`src/rtl/core/ule_pkg.sv`:
```
// ----------------------------------------------------------------------------
// ULE deframer package
// Shared widths, constants, codes, result struct and the CRC-32 byte update.
// ----------------------------------------------------------------------------
package ule_pkg;

  localparam int unsigned CELL_BYTES = 188;
  localparam int unsigned POS_W      = $clog2(CELL_BYTES);

  localparam logic [7:0]  SYNC_MARK     = 8'h47;
  localparam logic [7:0]  PAYLOAD_BYTES = 8'd184;
  localparam logic [7:0]  PTR_LIMIT     = 8'd183;
  localparam logic [7:0]  LAST_PAYLOAD  = 8'd187;
  localparam logic [31:0] CRC_POLY      = 32'h04C11DB7;
  localparam logic [14:0] MIN_LEN       = 15'd5;

  typedef enum logic [1:0] {
    K_PDU   = 2'd0,
    K_GOOD  = 2'd1,
    K_BAD   = 2'd2,
    K_ABORT = 2'd3
  } kind_t;

  typedef enum logic [2:0] {
    F_NONE       = 3'd0,
    F_BAD_CELL   = 3'd1,
    F_CC_GAP     = 3'd2,
    F_BAD_PTR    = 3'd3,
    F_SHORT      = 3'd4,
    F_INCOMPLETE = 3'd5,
    F_PACKING    = 3'd6
  } fault_t;

  typedef enum logic [2:0] {
    PH_LEN_HI  = 3'd0,
    PH_LEN_LO  = 3'd1,
    PH_TYPE_HI = 3'd2,
    PH_TYPE_LO = 3'd3,
    PH_PDU     = 3'd4,
    PH_PAD     = 3'd5
  } phase_t;

  typedef enum logic [2:0] {
    MODE_HDR        = 3'd0,
    MODE_SKIP       = 3'd1,
    MODE_PTR_SYNC   = 3'd2,
    MODE_PTR_PACKED = 3'd3,
    MODE_DATA       = 3'd4
  } mode_t;

  // One result item.
  typedef struct packed {
    logic [1:0]  kind;
    logic [7:0]  pdu_byte;
    logic [15:0] sndu_type;
    logic        dest_absent;
    logic [14:0] pdu_length;
    logic [2:0]  fault_code;
    logic        last_of_sndu;
  } result_t;

  // CRC-32/MPEG-2, one byte, MSB first.
  function automatic logic [31:0] crc_byte(input logic [31:0] c, input logic [7:0] b);
    logic [31:0] r;
    r = c ^ {b, 24'd0};
    for (int i = 0; i < 8; i++) begin
      r = r[31] ? ((r << 1) ^ CRC_POLY) : (r << 1);
    end
    return r;
  endfunction

endpackage

```
`src/rtl/core/ule_sndu_ts_deframer.sv`:
```
// ----------------------------------------------------------------------------
// ULE SNDU deframer over transport stream cells
// Parses ULE SNDUs from single-PID cells and streams PDU bytes and verdicts.
// ----------------------------------------------------------------------------
// Usage:
// The slave channel takes one cell byte per beat (s_axis_tdata) with
// s_axis_tuser marking the first byte of a cell. The master channel gives
// at most one result beat per input beat: a PDU byte, an SNDU end verdict
// (CRC good or bad) or an abort with a fault code. m_axis_tuser carries the
// result kind and m_axis_tlast is high on the beat that closes an SNDU.
// Throughput is one byte per cycle unless the input is held off as described
// below. A result passes through the parser's result register and then the
// output stage before it appears on the master side.
// The input is held off while the skid register of the output stage is full,
// or while the output register is stalled and a result waits in the parser's
// result register, so a stalled receiver backs up into the slave channel
// after two results.
// Reset clears the parser to wait for a cell carrying PUSI and empties the
// output stage.
// ----------------------------------------------------------------------------
module ule_sndu_ts_deframer (
  input  logic        clk,
  input  logic        rst,
  input  logic        s_axis_tvalid,
  output logic        s_axis_tready,
  input  logic [7:0]  s_axis_tdata,   // ts_byte
  input  logic        s_axis_tuser,   // cell_start
  output logic        m_axis_tvalid,
  input  logic        m_axis_tready,
  output logic [47:0] m_axis_tdata,   // pdu_byte, sndu_type, dest_absent, pdu_length,
                                      // fault_code, then 5 zero bits
  output logic [1:0]  m_axis_tuser,   // out_kind
  output logic        m_axis_tlast    // last_of_sndu
);

  logic             in_acc;
  logic             res_valid;
  ule_pkg::result_t res;
  logic             skid_ready;
  ule_pkg::result_t out_r;

  // Ready when the output stage can absorb both the pending and a new result.
  assign s_axis_tready = skid_ready && !(res_valid && m_axis_tvalid && !m_axis_tready);
  assign in_acc        = s_axis_tvalid && s_axis_tready;

  ule_core u_core (
    .clk        (clk),
    .rst        (rst),
    .in_valid   (in_acc),
    .ts_byte    (s_axis_tdata),
    .cell_start (s_axis_tuser),
    .res_valid  (res_valid),
    .res        (res)
  );

  ule_out_skid u_skid (
    .clk       (clk),
    .rst       (rst),
    .in_valid  (res_valid),
    .in_data   (res),
    .in_ready  (skid_ready),
    .out_valid (m_axis_tvalid),
    .out_ready (m_axis_tready),
    .out_data  (out_r)
  );

  assign m_axis_tdata = {5'd0, out_r.fault_code, out_r.pdu_length, out_r.dest_absent,
                         out_r.sndu_type, out_r.pdu_byte};
  assign m_axis_tuser = out_r.kind;
  assign m_axis_tlast = out_r.last_of_sndu;

`ifndef SYNTH
  // A PDU beat never closes an SNDU and never carries a fault.
  a_pdu_clean: assert property (@(posedge clk) disable iff (rst)
    (m_axis_tvalid && m_axis_tuser == ule_pkg::K_PDU) |->
      (!m_axis_tlast && m_axis_tdata[42:40] == ule_pkg::F_NONE))
    else $error("pdu beat with tlast or fault");
  // Verdicts always close an SNDU.
  a_verdict_last: assert property (@(posedge clk) disable iff (rst)
    (m_axis_tvalid && (m_axis_tuser == ule_pkg::K_GOOD ||
                       m_axis_tuser == ule_pkg::K_BAD)) |-> m_axis_tlast)
    else $error("verdict without tlast");
  // A result never appears without an accepted input in the cycle before.
  a_res_cause: assert property (@(posedge clk) disable iff (rst)
    res_valid |-> $past(in_acc))
    else $error("result without input");
`endif

endmodule

```
`src/rtl/core/ule_out_skid.sv`:
```
// ----------------------------------------------------------------------------
// ULE output skid buffer
// Two-entry register stage between the deframer core and the result channel.
// ----------------------------------------------------------------------------
module ule_out_skid (
  input  logic             clk,
  input  logic             rst,
  input  logic             in_valid,
  input  ule_pkg::result_t in_data,
  output logic             in_ready,
  output logic             out_valid,
  input  logic             out_ready,
  output ule_pkg::result_t out_data
);

  ule_pkg::result_t main_data;
  ule_pkg::result_t skid_data;
  logic             main_valid;
  logic             skid_valid;

  assign in_ready  = !skid_valid;
  assign out_valid = main_valid;
  assign out_data  = main_data;

  // Main register feeds the port; the skid register holds a beat taken while stalled.
  always_ff @(posedge clk) begin
    if (rst) begin
      main_valid <= 1'b0;
      skid_valid <= 1'b0;
    end else begin
      if (!main_valid || out_ready) begin
        if (skid_valid) begin
          main_data  <= skid_data;
          main_valid <= 1'b1;
          skid_valid <= 1'b0;
        end else begin
          main_data  <= in_data;
          main_valid <= in_valid;
        end
      end else if (in_valid && !skid_valid) begin
        skid_data  <= in_data;
        skid_valid <= 1'b1;
      end
    end
  end

endmodule

```
`src/rtl/core/ule_core.sv`:
```
// ----------------------------------------------------------------------------
// ULE deframer core
// Per-byte cell header checks, pointer resync and SNDU parsing in one pass.
// ----------------------------------------------------------------------------
module ule_core (
  input  logic             clk,
  input  logic             rst,
  input  logic             in_valid,
  input  logic [7:0]       ts_byte,
  input  logic             cell_start,
  output logic             res_valid,
  output ule_pkg::result_t res
);

  logic [ule_pkg::POS_W-1:0] cell_position, cell_position_next;
  logic                      need_sync, need_sync_next;
  logic [3:0]                expected_cc, expected_cc_next;
  ule_pkg::phase_t           parse_phase, parse_phase_next;
  logic [7:0]                pointer_skip, pointer_skip_next;
  logic [14:0]               sndu_length, sndu_length_next;
  logic [15:0]               bytes_remaining, bytes_remaining_next;
  logic [15:0]               type_value, type_value_next;
  logic                      dbit_flag, dbit_flag_next;
  logic [31:0]               crc_accum, crc_accum_next;
  logic [31:0]               received_crc, received_crc_next;
  logic                      sndu_active, sndu_active_next;
  ule_pkg::mode_t            cell_mode, cell_mode_next;
  logic                      cell_bad, cell_bad_next;
  logic                      cell_pusi, cell_pusi_next;
  logic [7:0]                len_hi, len_hi_next;

  logic                      emit_v;
  ule_pkg::result_t          emit_r;
  logic [ule_pkg::POS_W-1:0] idx;
  logic [15:0]               w;
  logic [15:0]               rem_dec;
  logic                      do_sync_start;

  always_comb begin
    cell_position_next   = cell_position;
    need_sync_next       = need_sync;
    expected_cc_next     = expected_cc;
    parse_phase_next     = parse_phase;
    pointer_skip_next    = pointer_skip;
    sndu_length_next     = sndu_length;
    bytes_remaining_next = bytes_remaining;
    type_value_next      = type_value;
    dbit_flag_next       = dbit_flag;
    crc_accum_next       = crc_accum;
    received_crc_next    = received_crc;
    sndu_active_next     = sndu_active;
    cell_mode_next       = cell_mode;
    cell_bad_next        = cell_bad;
    cell_pusi_next       = cell_pusi;
    len_hi_next          = len_hi;
    emit_v               = 1'b0;
    emit_r               = '0;
    idx                  = '0;
    w                    = '0;
    rem_dec              = '0;
    do_sync_start        = 1'b0;

    if (in_valid) begin
      // Truncated cell.
      if (cell_start && cell_position != '0) begin
        emit_v               = 1'b1;
        emit_r.kind          = ule_pkg::K_ABORT;
        emit_r.fault_code    = ule_pkg::F_BAD_CELL;
        emit_r.last_of_sndu  = sndu_active_next;
        emit_r.sndu_type     = type_value_next;
        emit_r.dest_absent   = dbit_flag_next;
        emit_r.pdu_length    = sndu_active_next ? sndu_length_next - 15'd4 : '0;
        sndu_active_next     = 1'b0;
        sndu_length_next     = '0;
        bytes_remaining_next = '0;
        type_value_next      = '0;
        dbit_flag_next       = 1'b0;
        crc_accum_next       = '1;
        received_crc_next    = '0;
        parse_phase_next     = ule_pkg::PH_LEN_HI;
        pointer_skip_next    = '0;
        need_sync_next       = 1'b1;
      end
      idx = cell_start ? '0 : cell_position;

      if (idx == 0) begin
        cell_bad_next  = (ts_byte != ule_pkg::SYNC_MARK);
        cell_pusi_next = 1'b0;
        cell_mode_next = ule_pkg::MODE_HDR;
      end else if (idx == 1) begin
        if (ts_byte[7]) cell_bad_next = 1'b1;
        cell_pusi_next = ts_byte[6];
      end else if (idx == 3) begin
        // Header decision.
        if (cell_bad || ts_byte[7:6] != 2'b00) begin
          if (!emit_v) begin
            emit_v              = 1'b1;
            emit_r.kind         = ule_pkg::K_ABORT;
            emit_r.fault_code   = ule_pkg::F_BAD_CELL;
            emit_r.last_of_sndu = sndu_active;
            emit_r.sndu_type    = type_value;
            emit_r.dest_absent  = dbit_flag;
            emit_r.pdu_length   = sndu_active ? sndu_length - 15'd4 : '0;
          end
          sndu_active_next     = 1'b0;
          sndu_length_next     = '0;
          bytes_remaining_next = '0;
          type_value_next      = '0;
          dbit_flag_next       = 1'b0;
          crc_accum_next       = '1;
          received_crc_next    = '0;
          parse_phase_next     = ule_pkg::PH_LEN_HI;
          pointer_skip_next    = '0;
          need_sync_next       = 1'b1;
          cell_mode_next       = ule_pkg::MODE_SKIP;
        end else if (!need_sync && ts_byte[3:0] == expected_cc) begin
          expected_cc_next = ts_byte[3:0] + 4'd1;
          cell_mode_next   = cell_pusi ? ule_pkg::MODE_PTR_PACKED : ule_pkg::MODE_DATA;
        end else begin
          if (!need_sync) begin
            emit_v               = 1'b1;
            emit_r.kind          = ule_pkg::K_ABORT;
            emit_r.fault_code    = ule_pkg::F_CC_GAP;
            emit_r.last_of_sndu  = sndu_active;
            emit_r.sndu_type     = type_value;
            emit_r.dest_absent   = dbit_flag;
            emit_r.pdu_length    = sndu_active ? sndu_length - 15'd4 : '0;
            sndu_active_next     = 1'b0;
            sndu_length_next     = '0;
            bytes_remaining_next = '0;
            type_value_next      = '0;
            dbit_flag_next       = 1'b0;
            crc_accum_next       = '1;
            received_crc_next    = '0;
            parse_phase_next     = ule_pkg::PH_LEN_HI;
            pointer_skip_next    = '0;
            need_sync_next       = 1'b1;
          end
          if (cell_pusi) begin
            expected_cc_next = ts_byte[3:0] + 4'd1;
            cell_mode_next   = ule_pkg::MODE_PTR_SYNC;
          end else begin
            cell_mode_next = ule_pkg::MODE_SKIP;
          end
        end
      end else if (idx == 4 && cell_mode == ule_pkg::MODE_PTR_SYNC) begin
        do_sync_start = 1'b1;
      end else if (idx == 4 && cell_mode == ule_pkg::MODE_PTR_PACKED) begin
        if (ts_byte >= ule_pkg::PTR_LIMIT || {8'd0, ts_byte} != bytes_remaining) begin
          emit_v               = 1'b1;
          emit_r.kind          = ule_pkg::K_ABORT;
          emit_r.fault_code    = (ts_byte >= ule_pkg::PTR_LIMIT) ? ule_pkg::F_BAD_PTR
                                                                 : ule_pkg::F_INCOMPLETE;
          emit_r.last_of_sndu  = sndu_active;
          emit_r.sndu_type     = type_value;
          emit_r.dest_absent   = dbit_flag;
          emit_r.pdu_length    = sndu_active ? sndu_length - 15'd4 : '0;
          do_sync_start        = 1'b1;
        end else begin
          cell_mode_next = ule_pkg::MODE_DATA;
        end
      end else if (idx >= 4 && idx <= ule_pkg::LAST_PAYLOAD[ule_pkg::POS_W-1:0]
                   && cell_mode == ule_pkg::MODE_DATA) begin
        if (pointer_skip != '0) begin
          pointer_skip_next = pointer_skip - 8'd1;
        end else begin
          case (parse_phase)
            ule_pkg::PH_LEN_HI: begin
              if (idx < ule_pkg::LAST_PAYLOAD[ule_pkg::POS_W-1:0]) begin
                len_hi_next      = ts_byte;
                parse_phase_next = ule_pkg::PH_LEN_LO;
              end
            end
            ule_pkg::PH_LEN_LO: begin
              w = {len_hi, ts_byte};
              if (w == 16'hFFFF) begin
                parse_phase_next = ule_pkg::PH_PAD;
              end else if (w[14:0] < ule_pkg::MIN_LEN) begin
                // Short length: sndu is never open here.
                emit_v               = 1'b1;
                emit_r.kind          = ule_pkg::K_ABORT;
                emit_r.fault_code    = ule_pkg::F_SHORT;
                emit_r.sndu_type     = type_value;
                emit_r.dest_absent   = dbit_flag;
                sndu_length_next     = '0;
                bytes_remaining_next = '0;
                type_value_next      = '0;
                dbit_flag_next       = 1'b0;
                crc_accum_next       = '1;
                received_crc_next    = '0;
                pointer_skip_next    = '0;
                need_sync_next       = 1'b1;
                parse_phase_next     = ule_pkg::PH_PAD;
              end else begin
                sndu_active_next     = 1'b1;
                dbit_flag_next       = w[15];
                sndu_length_next     = w[14:0];
                bytes_remaining_next = {1'b0, w[14:0]} + 16'd2;
                crc_accum_next       = ule_pkg::crc_byte(ule_pkg::crc_byte('1, len_hi),
                                                         ts_byte);
                parse_phase_next     = ule_pkg::PH_TYPE_HI;
              end
            end
            ule_pkg::PH_TYPE_HI: begin
              type_value_next      = {ts_byte, 8'd0};
              crc_accum_next       = ule_pkg::crc_byte(crc_accum, ts_byte);
              bytes_remaining_next = bytes_remaining - 16'd1;
              parse_phase_next     = ule_pkg::PH_TYPE_LO;
            end
            ule_pkg::PH_TYPE_LO: begin
              type_value_next      = {type_value[15:8], ts_byte};
              crc_accum_next       = ule_pkg::crc_byte(crc_accum, ts_byte);
              bytes_remaining_next = bytes_remaining - 16'd1;
              parse_phase_next     = ule_pkg::PH_PDU;
            end
            ule_pkg::PH_PDU: begin
              rem_dec = (bytes_remaining != '0) ? bytes_remaining - 16'd1 : '0;
              bytes_remaining_next = rem_dec;
              if (bytes_remaining > 16'd4) begin
                crc_accum_next     = ule_pkg::crc_byte(crc_accum, ts_byte);
                emit_v             = 1'b1;
                emit_r.kind        = ule_pkg::K_PDU;
                emit_r.pdu_byte    = ts_byte;
                emit_r.sndu_type   = type_value;
                emit_r.dest_absent = dbit_flag;
                emit_r.pdu_length  = sndu_active ? sndu_length - 15'd4 : '0;
              end else begin
                received_crc_next = {received_crc[23:0], ts_byte};
              end
              if (rem_dec == '0) begin
                if (!emit_v) begin
                  emit_v              = 1'b1;
                  emit_r.kind         = (crc_accum_next == received_crc_next) ?
                                        ule_pkg::K_GOOD : ule_pkg::K_BAD;
                  emit_r.last_of_sndu = 1'b1;
                  emit_r.sndu_type    = type_value;
                  emit_r.dest_absent  = dbit_flag;
                  emit_r.pdu_length   = sndu_active ? sndu_length - 15'd4 : '0;
                end
                sndu_active_next     = 1'b0;
                sndu_length_next     = '0;
                bytes_remaining_next = '0;
                type_value_next      = '0;
                dbit_flag_next       = 1'b0;
                crc_accum_next       = '1;
                received_crc_next    = '0;
                parse_phase_next     = ule_pkg::PH_LEN_HI;
                pointer_skip_next    = '0;
              end
            end
            default: ;
          endcase
        end
        if (idx == ule_pkg::LAST_PAYLOAD[ule_pkg::POS_W-1:0] && !sndu_active_next)
          need_sync_next = 1'b1;
      end

      // Resync at the pointer of a PUSI cell.
      if (do_sync_start) begin
        sndu_active_next     = 1'b0;
        sndu_length_next     = '0;
        bytes_remaining_next = '0;
        type_value_next      = '0;
        dbit_flag_next       = 1'b0;
        crc_accum_next       = '1;
        received_crc_next    = '0;
        parse_phase_next     = ule_pkg::PH_LEN_HI;
        pointer_skip_next    = '0;
        if (ts_byte > ule_pkg::PAYLOAD_BYTES || ts_byte > ule_pkg::PTR_LIMIT - 8'd2) begin
          if (!emit_v) begin
            emit_v              = 1'b1;
            emit_r.kind         = ule_pkg::K_ABORT;
            emit_r.fault_code   = (ts_byte > ule_pkg::PAYLOAD_BYTES) ? ule_pkg::F_BAD_PTR
                                                                     : ule_pkg::F_PACKING;
          end
          need_sync_next = 1'b1;
          cell_mode_next = ule_pkg::MODE_SKIP;
        end else begin
          need_sync_next    = 1'b0;
          pointer_skip_next = ts_byte;
          cell_mode_next    = ule_pkg::MODE_DATA;
        end
      end

      cell_position_next = ({1'b0, idx} + 1'b1 >= (ule_pkg::POS_W+1)'(ule_pkg::CELL_BYTES)) ?
                           '0 : idx + 1'b1;
    end
  end

  // State registers.
  always_ff @(posedge clk) begin
    if (rst) begin
      cell_position   <= '0;
      need_sync       <= 1'b1;
      expected_cc     <= '0;
      parse_phase     <= ule_pkg::PH_LEN_HI;
      pointer_skip    <= '0;
      sndu_length     <= '0;
      bytes_remaining <= '0;
      type_value      <= '0;
      dbit_flag       <= 1'b0;
      crc_accum       <= '1;
      received_crc    <= '0;
      sndu_active     <= 1'b0;
      cell_mode       <= ule_pkg::MODE_SKIP;
      cell_bad        <= 1'b0;
      cell_pusi       <= 1'b0;
      len_hi          <= '0;
      res_valid       <= 1'b0;
    end else begin
      cell_position   <= cell_position_next;
      need_sync       <= need_sync_next;
      expected_cc     <= expected_cc_next;
      parse_phase     <= parse_phase_next;
      pointer_skip    <= pointer_skip_next;
      sndu_length     <= sndu_length_next;
      bytes_remaining <= bytes_remaining_next;
      type_value      <= type_value_next;
      dbit_flag       <= dbit_flag_next;
      crc_accum       <= crc_accum_next;
      received_crc    <= received_crc_next;
      sndu_active     <= sndu_active_next;
      cell_mode       <= cell_mode_next;
      cell_bad        <= cell_bad_next;
      cell_pusi       <= cell_pusi_next;
      len_hi          <= len_hi_next;
      res_valid       <= emit_v;
    end
  end

  // Result register.
  always_ff @(posedge clk) begin
    res <= emit_r;
  end

endmodule
```
`config.mk`:
```
export PLATFORM = sky130hd
export DESIGN_NAME = ule_sndu_ts_deframer
export DESIGN_NICKNAME = d
export VERILOG_FILES = /design/src/rtl/core/ule_pkg.sv /design/src/rtl/core/ule_sndu_ts_deframer.sv /design/src/rtl/core/ule_out_skid.sv /design/src/rtl/core/ule_core.sv
export SDC_FILE = /design/constraint.sdc
export NUM_CORES = 1
export LEC_CHECK = 0
export ABC_AREA = 1
export BUFFER_PORTS_ARGS = -buffer_cell sky130_fd_sc_hd__buf_2
export CAP_MARGIN = 0
export CELL_PAD_IN_SITES_DETAIL_PLACEMENT = 1
export CELL_PAD_IN_SITES_GLOBAL_PLACEMENT = 1
export CORE_AREA = 2 2 222 224
export DETAILED_ROUTE_END_ITERATION = 8
export DIE_AREA = 0 0 224 226
export HOLD_SLACK_MARGIN = 0.02
export PLACE_DENSITY_LB_ADDON = 0.2
export SETUP_SLACK_MARGIN = 0.5
export SYNTH_ARGS = -nofsm -noshare
export SYNTH_HDL_FRONTEND = slang
export SYNTH_SLANG_ARGS = --single-unit
```
`constraint.sdc`:
```
create_clock -name clk -period 9.95 [get_ports clk]
set_input_delay 0.4975 -clock clk [delete_from_list [all_inputs] [get_ports clk]]
set_output_delay 0.4975 -clock clk [all_outputs]
set_load 0.02 [all_outputs]
```
* After elaboration in Yosys (flattened, before gate mapping)
Cells that the tools add are included.
Storage, ports and cells: register bits after elaboration 291, bits in latches 0, memory bits (writable) 0, ROM bits 0, bits of input ports 13, output and inout port bits 53, word-level logic and storage cells 500, memories 0
Cells by class: $add $sub $neg 7, multiply operators 0, div/mod/pow operators 0, $lt $le $gt $ge 9, equal/unequal tests 20, shift-type cells 0, mux-type cells 339, bitwise gates (word level) 39, reduce and logical (&&, ||, !) cells 45
Operator list (number):
- $mux 32 | 53
- $mux 27 | 24
- $mux 16 | 31
- $mux 42 | 10
- $not 14->14 | 24
- $mux 36 | 9
- $mux 46 | 6
- $mux 15 | 17
- $mux 8 | 21
- $mux 3 | 35
- $mux 1 | 99
- $pmux 32 s3 | 1
- $pmux 16 s4 | 1
- $pmux 32 s2 | 1
- $xor 32x32->32 | 2
- $pmux 16 s3 | 1
- $mux 2 | 18
- $mux 17 | 2
- $pmux 17 s2 | 1
- $eq 32x32->1 | 1
- $not 32->32 | 1
- $pmux 15 s2 | 1
- $add 15x2->16 const B | 1
- $eq 16x16->1 const B | 1
- 50 further kinds | 98

* Logic depth before layout (Yosys ltp)
depth in word-level cells 45, depth in mapped cells 25, mapped depth without buffers 24

* By module
From an unflattened synthesis, not the netlist that was laid out.
Second synthesis, totals: cells, all modules 3930, area total of the unflattened synthesis 23949.2 um^2
By module, submodules not included:
- ule_core | times used 1, cells each 3665, area each 20450.9 um^2, sequential area each 3943.8 um^2
- ule_out_skid | times used 1, cells each 253, area each 3423.3 um^2, sequential area each 2802.7 um^2
- ule_sndu_ts_deframer | times used 1, cells each 12, area each 75.1 um^2, sequential area each 0.0 um^2

* Worst setup path before layout
No wires, ideal clock.
kind input to register, start point input port rst, end point register u_skid.skid_data[0] in the netlist's numbering (enable), setup time 0.449 ns, data arrival time 3.017 ns, required time 9.501 ns, slack 6.483 ns, cell stages on the path 5, buffers on the path 2, cell sequence clkbuf_1 > inv_1 > clkbuf_1 > nand3_1 > nor2_1
On the way: word-level cells in the longest chain between the ends 2
RTL lines:
- start, declared | line ule_sndu_ts_deframer.sv:23 | input logic rst,
- $not 1->1 (no source line)
- $reduce_and 3->1 (no source line)
- end signal, assigned | line ule_out_skid.sv:41 | skid_data <= in_data;
- end, declared | line ule_out_skid.sv:17 | ule_pkg::result_t skid_data;
Every way passes these cells. A chain may end at the register's enable or synchronous reset.

* Final worst setup path
start point register u_core.len_hi[3], end point register u_core.res[1] (netlist name)
On the way: word-level cells in the longest chain between the ends 15, elaborated cells between the ends (all ways) 26, classes of those cells order compare (1); eq/ne (1); mux (24)
RTL lines:
- start, declared | line ule_core.sv:30 | logic [7:0] len_hi, len_hi_next;
- start signal, assigned | line ule_core.sv:326 | len_hi <= len_hi_next;
- $lt 15x3->1 | line ule_core.sv:178 | end else if (w[14:0] < ule_pkg::MIN_LEN) begin
- $mux 1 | line ule_core.sv:178
- $mux 1 | line ule_core.sv:176 | if (w == 16'hFFFF) begin
- $pmux 1 s2 | line ule_core.sv:167 | case (parse_phase)
- $mux 1 | line ule_core.sv:164 | if (pointer_skip != '0) begin
- $mux 1 | line ule_core.sv:162 | end else if (idx >= 4 && idx <= ule_pkg::LAST_PAYLOAD[ule_pkg::POS_W-1:0]
- $mux 1 | line ule_core.sv:148 | end else if (idx == 4 && cell_mode == ule_pkg::MODE_PTR_PACKED) begin
- $mux 1 | line ule_core.sv:146 | end else if (idx == 4 && cell_mode == ule_pkg::MODE_PTR_SYNC) begin
- $mux 1 | line ule_core.sv:93 | end else if (idx == 3) begin
- $mux 1 | line ule_core.sv:90 | end else if (idx == 1) begin
- $mux 1 | line ule_core.sv:86 | if (idx == 0) begin
- $mux 1 | line ule_core.sv:63 | if (in_valid) begin
- $mux 3 | line ule_core.sv:270 | if (!emit_v) begin
- $mux 3 | line ule_core.sv:269 | if (ts_byte > ule_pkg::PAYLOAD_BYTES || ts_byte > ule_pkg::PTR_LIMIT - 8'd2) begin
- $mux 3 * | line ule_core.sv:259 | if (do_sync_start) begin
Mark *: on every way between the ends. The rest lies on a longest branch, timed or not. The select of a mux whose other input is x is not followed.

==> metrics.cfg <==
[run_status]
status=finished clean

[die]
core-area_um2=48300
row_count=81
die_x_um=224
die_h_um=226
initial_core_util_pct=48.4
io_pins=66
fp.dieArea_um2=50600

[worst_setup_path]
crit_type=register to register
crit_path_end_kind=register
crit_required_ns=10.35
crit_path_start_kind=register
crit_fanout=11
cp.arrival_ns=5.52

[sta]
report.final.setup_viol=0
grt_setup_unrepaired=no
finalHoldViolCount=0
worst_pin_slew_ns=1.37
setup_tns_ns=0
slew_violations=0
max_freq_ghz=0.195
fin_worst_skew_ns=0.0300
fin_crit_sh_pct=51.5
slew_headroom_pct=8.89
post-route-min-period_ns=5.12

[logic_synthesis]
synth_area_leader_cell=nand2_1
synthCells=3849
yosys_warnings=0
synth.cell_area_um2=23400
yosysTopAreaCellShare_pct=23.4
synth_edf_count=92
async_flop_share_pct=0
ys.flop_type=dfxtp_1
ys_seq_elements=291
yosysSeqAreaShare_pct=28.8
postSynthAreaPerCell_um2=6.08
synthDistinctLibCells=62
yosys-top-cells-area=nand2_1, dfxtp_1, edfxtp_1

[global_routing]
grt_max_degree=101
antenna_found_initial=9
grt_overflow_total=0
grt_pass1_vias=29500
grt_first_pass_wirelength_um=178000
track_usage_pct=46.5

[route]
firstDrtPassIters=8
vias=28900
routed_wirelength_um=120000
drtAntennaViolNets=0
via_per_inst=6.53
drc_errors=0
wire_per_inst_um=27.1
drt_iter0_drc=3415

[clocking]
post_cts_resized=0
cts_tree=built
post_cts_buffers=0
htreeDepth=2
clk_path_buf_depth=3
worstSkewPairLatency_ns=0.59
cts_sinks=291
cts_made_buffers=37
cts_root_buf=clkbuf_16
clkTransAtPathRegs_ns=0.07
cts_hold_buffers=0

[power_and_ir_drop]
p_leak_nw=11.1
vdd_drop_max_mv=0.129
power_density_nw_per_um2=130

[placed_design]
hpwlAfterDp_um=81500
port_buffers=60
place_area_um2=23900
globalplace.congestion=1.05

[layout]
syn_to_final_growth_pct=7.66
nets=3818
n_fill_cell=6747
drive_above_1_share_pct=7.03
final_area_um2=25200

[hold_path]
min_path_type=input pin to register

[flow_run]
drv_cap=0

## stage by stage
stage / instances / hold WS (ns) / util [%] / power (mW) / setup slack, ns
floorplan: 3853 / 0.409 / - / 1.64 / 6.48
global placement: 4365 / 0.416 / 49.5 / 1.83 / 5.16
detailed placement: 4365 / 0.417 / 49.5 / 1.85 / 5.09
CTS: 4432 / 0.269 / 52.1 / 3.24 / 5.23
global route: 4432 / 0.307 / 52.1 / 3.34 / 4.84
finish: 4433 / 0.289 / 52.1 / 3.28 / 4.83
## power by group
part | switching (mW) | internal [mW]
clock | 0.600 | 0.825
sequential | 0.0217 | 1.24
combinational | 0.461 | 0.132
## flip-flops by register name, indices dropped and copies added (netlist names), 3 cells and up
register,flops
u_core.received_crc,32
u_core.res,46
u_core.len_hi,8
u_core.cell_position,8
u_skid.skid_data,46
u_core.expected_cc,4
u_core.parse_phase,3
u_core.pointer_skip,8
u_core.cell_mode,3
u_core.type_value,16
u_core.sndu_length,15
u_core.crc_accum,32
u_skid.out_data,46
u_core.bytes_remaining,16
## metal layers
layer  track usage, %  part of all wire, %
met3             12.6                   12
met5                0                 0.13
met2             72.2                   43
met1             55.1                   37
met4             34.5                  8.5
## placed cells by master, fill, tap and decap left out, types with 7 or more instances in the layout
cell type	synthesis	final
o22ai_1	23	23
a31oi_1	28	28
ha_1	23	23
dfxtp_1	199	198
nor2_1	254	248
nand2_1	1461	1460
nand3_1	243	242
xor2_1	108	108
o21ai_1	11	10
nand4_1	24	24
buf_4	14	46
or2_2	8	8
a22oi_1	18	18
inv_1	275	275
edfxtp_1	92	92
inv_2	25	25
o21ai_0	247	247
nor2_4	15	19
clkinv_1	6	10
o211ai_1	26	26
a221oi_1	9	9
clkbuf_16	0	37
o2111ai_1	7	7
clkbuf_1	127	7
a211oi_1	8	8
nor3_1	56	56
o31ai_1	27	27
xnor2_1	26	26
nand2_2	19	18
buf_2	59	59
o221ai_1	7	7
a21oi_1	307	307
nor2_2	13	15
## worst max-delay path: stages (launching register included)
cell     delay [ns]
dfxtp_1        0.88
ha_1           0.43
nand4_1        0.13
nor2_1         0.65
inv_2          0.29
nand2_1        0.17
nor2_1         0.17
a31oi_1        0.70
nand3_2        0.39
nand2_1        0.19
nand2_2        0.10
nor2_2         0.20
o21ai_0        0.10
a21oi_1        0.52
## worst paths after layout
check	from	end	slack, ns	cells after the start
setup / recovery	u_core.len_hi[3]$_SDFFE_PP0P_	u_core.res[1]$_SDFF_PN0_	4.83	13
hold reg to reg	u_core.res[21]$_SDFF_PN0_	u_skid.skid_data[21]$_DFFE_PP_	0.43	0
hold / removal	m_axis_tready	u_skid.skid_valid$_SDFFE_PP0P_	0.29	4
setup reg to reg	u_core.len_hi[3]$_SDFFE_PP0P_	u_core.res[1]$_SDFF_PN0_	4.83	13
## logic make-up (layout without fill, tap and decap cells)
group	Yosys count	count (layout)	share of synthesized area, %
compound gates	754	754	18.2
mux	2	2	0.0856
other cells	1	6	0.0160
buf+inv	522	479	9.05
xor+xnor	136	136	5.16
fa+ha+maj	23	23	1.23
flops	291	291	28.8
simple gates	2120	2120	37.4
## final cells by class
cell class	count	area (um2)	share of cell area, %
antenna	1	2.50	0.00994
clock buffer	48	1010	4.00
clock inverter	19	221	0.880
inverter	306	1150	4.56
multi-input combinational	3040	14600	58.0
sequential	291	6750	26.8
tap	622	778	3.09
timing repair buffer	106	661	2.62
## synth_stat cells, drive strengths merged, types with 18 or more instances
cell type / n
inv: 300
a21oi: 307
o21ai: 258
dfxtp: 199
nor2: 282
nand3: 245
edfxtp: 92
o31ai: 27
nand4: 25
nand2: 1481
clkbuf: 127
o211ai: 26
xnor2: 28
ha: 23
o22ai: 23
a31oi: 28
buf: 89
a22oi: 18
nor3: 61
xor2: 108
No activity file was read; power rests on OpenSTA's default activity.
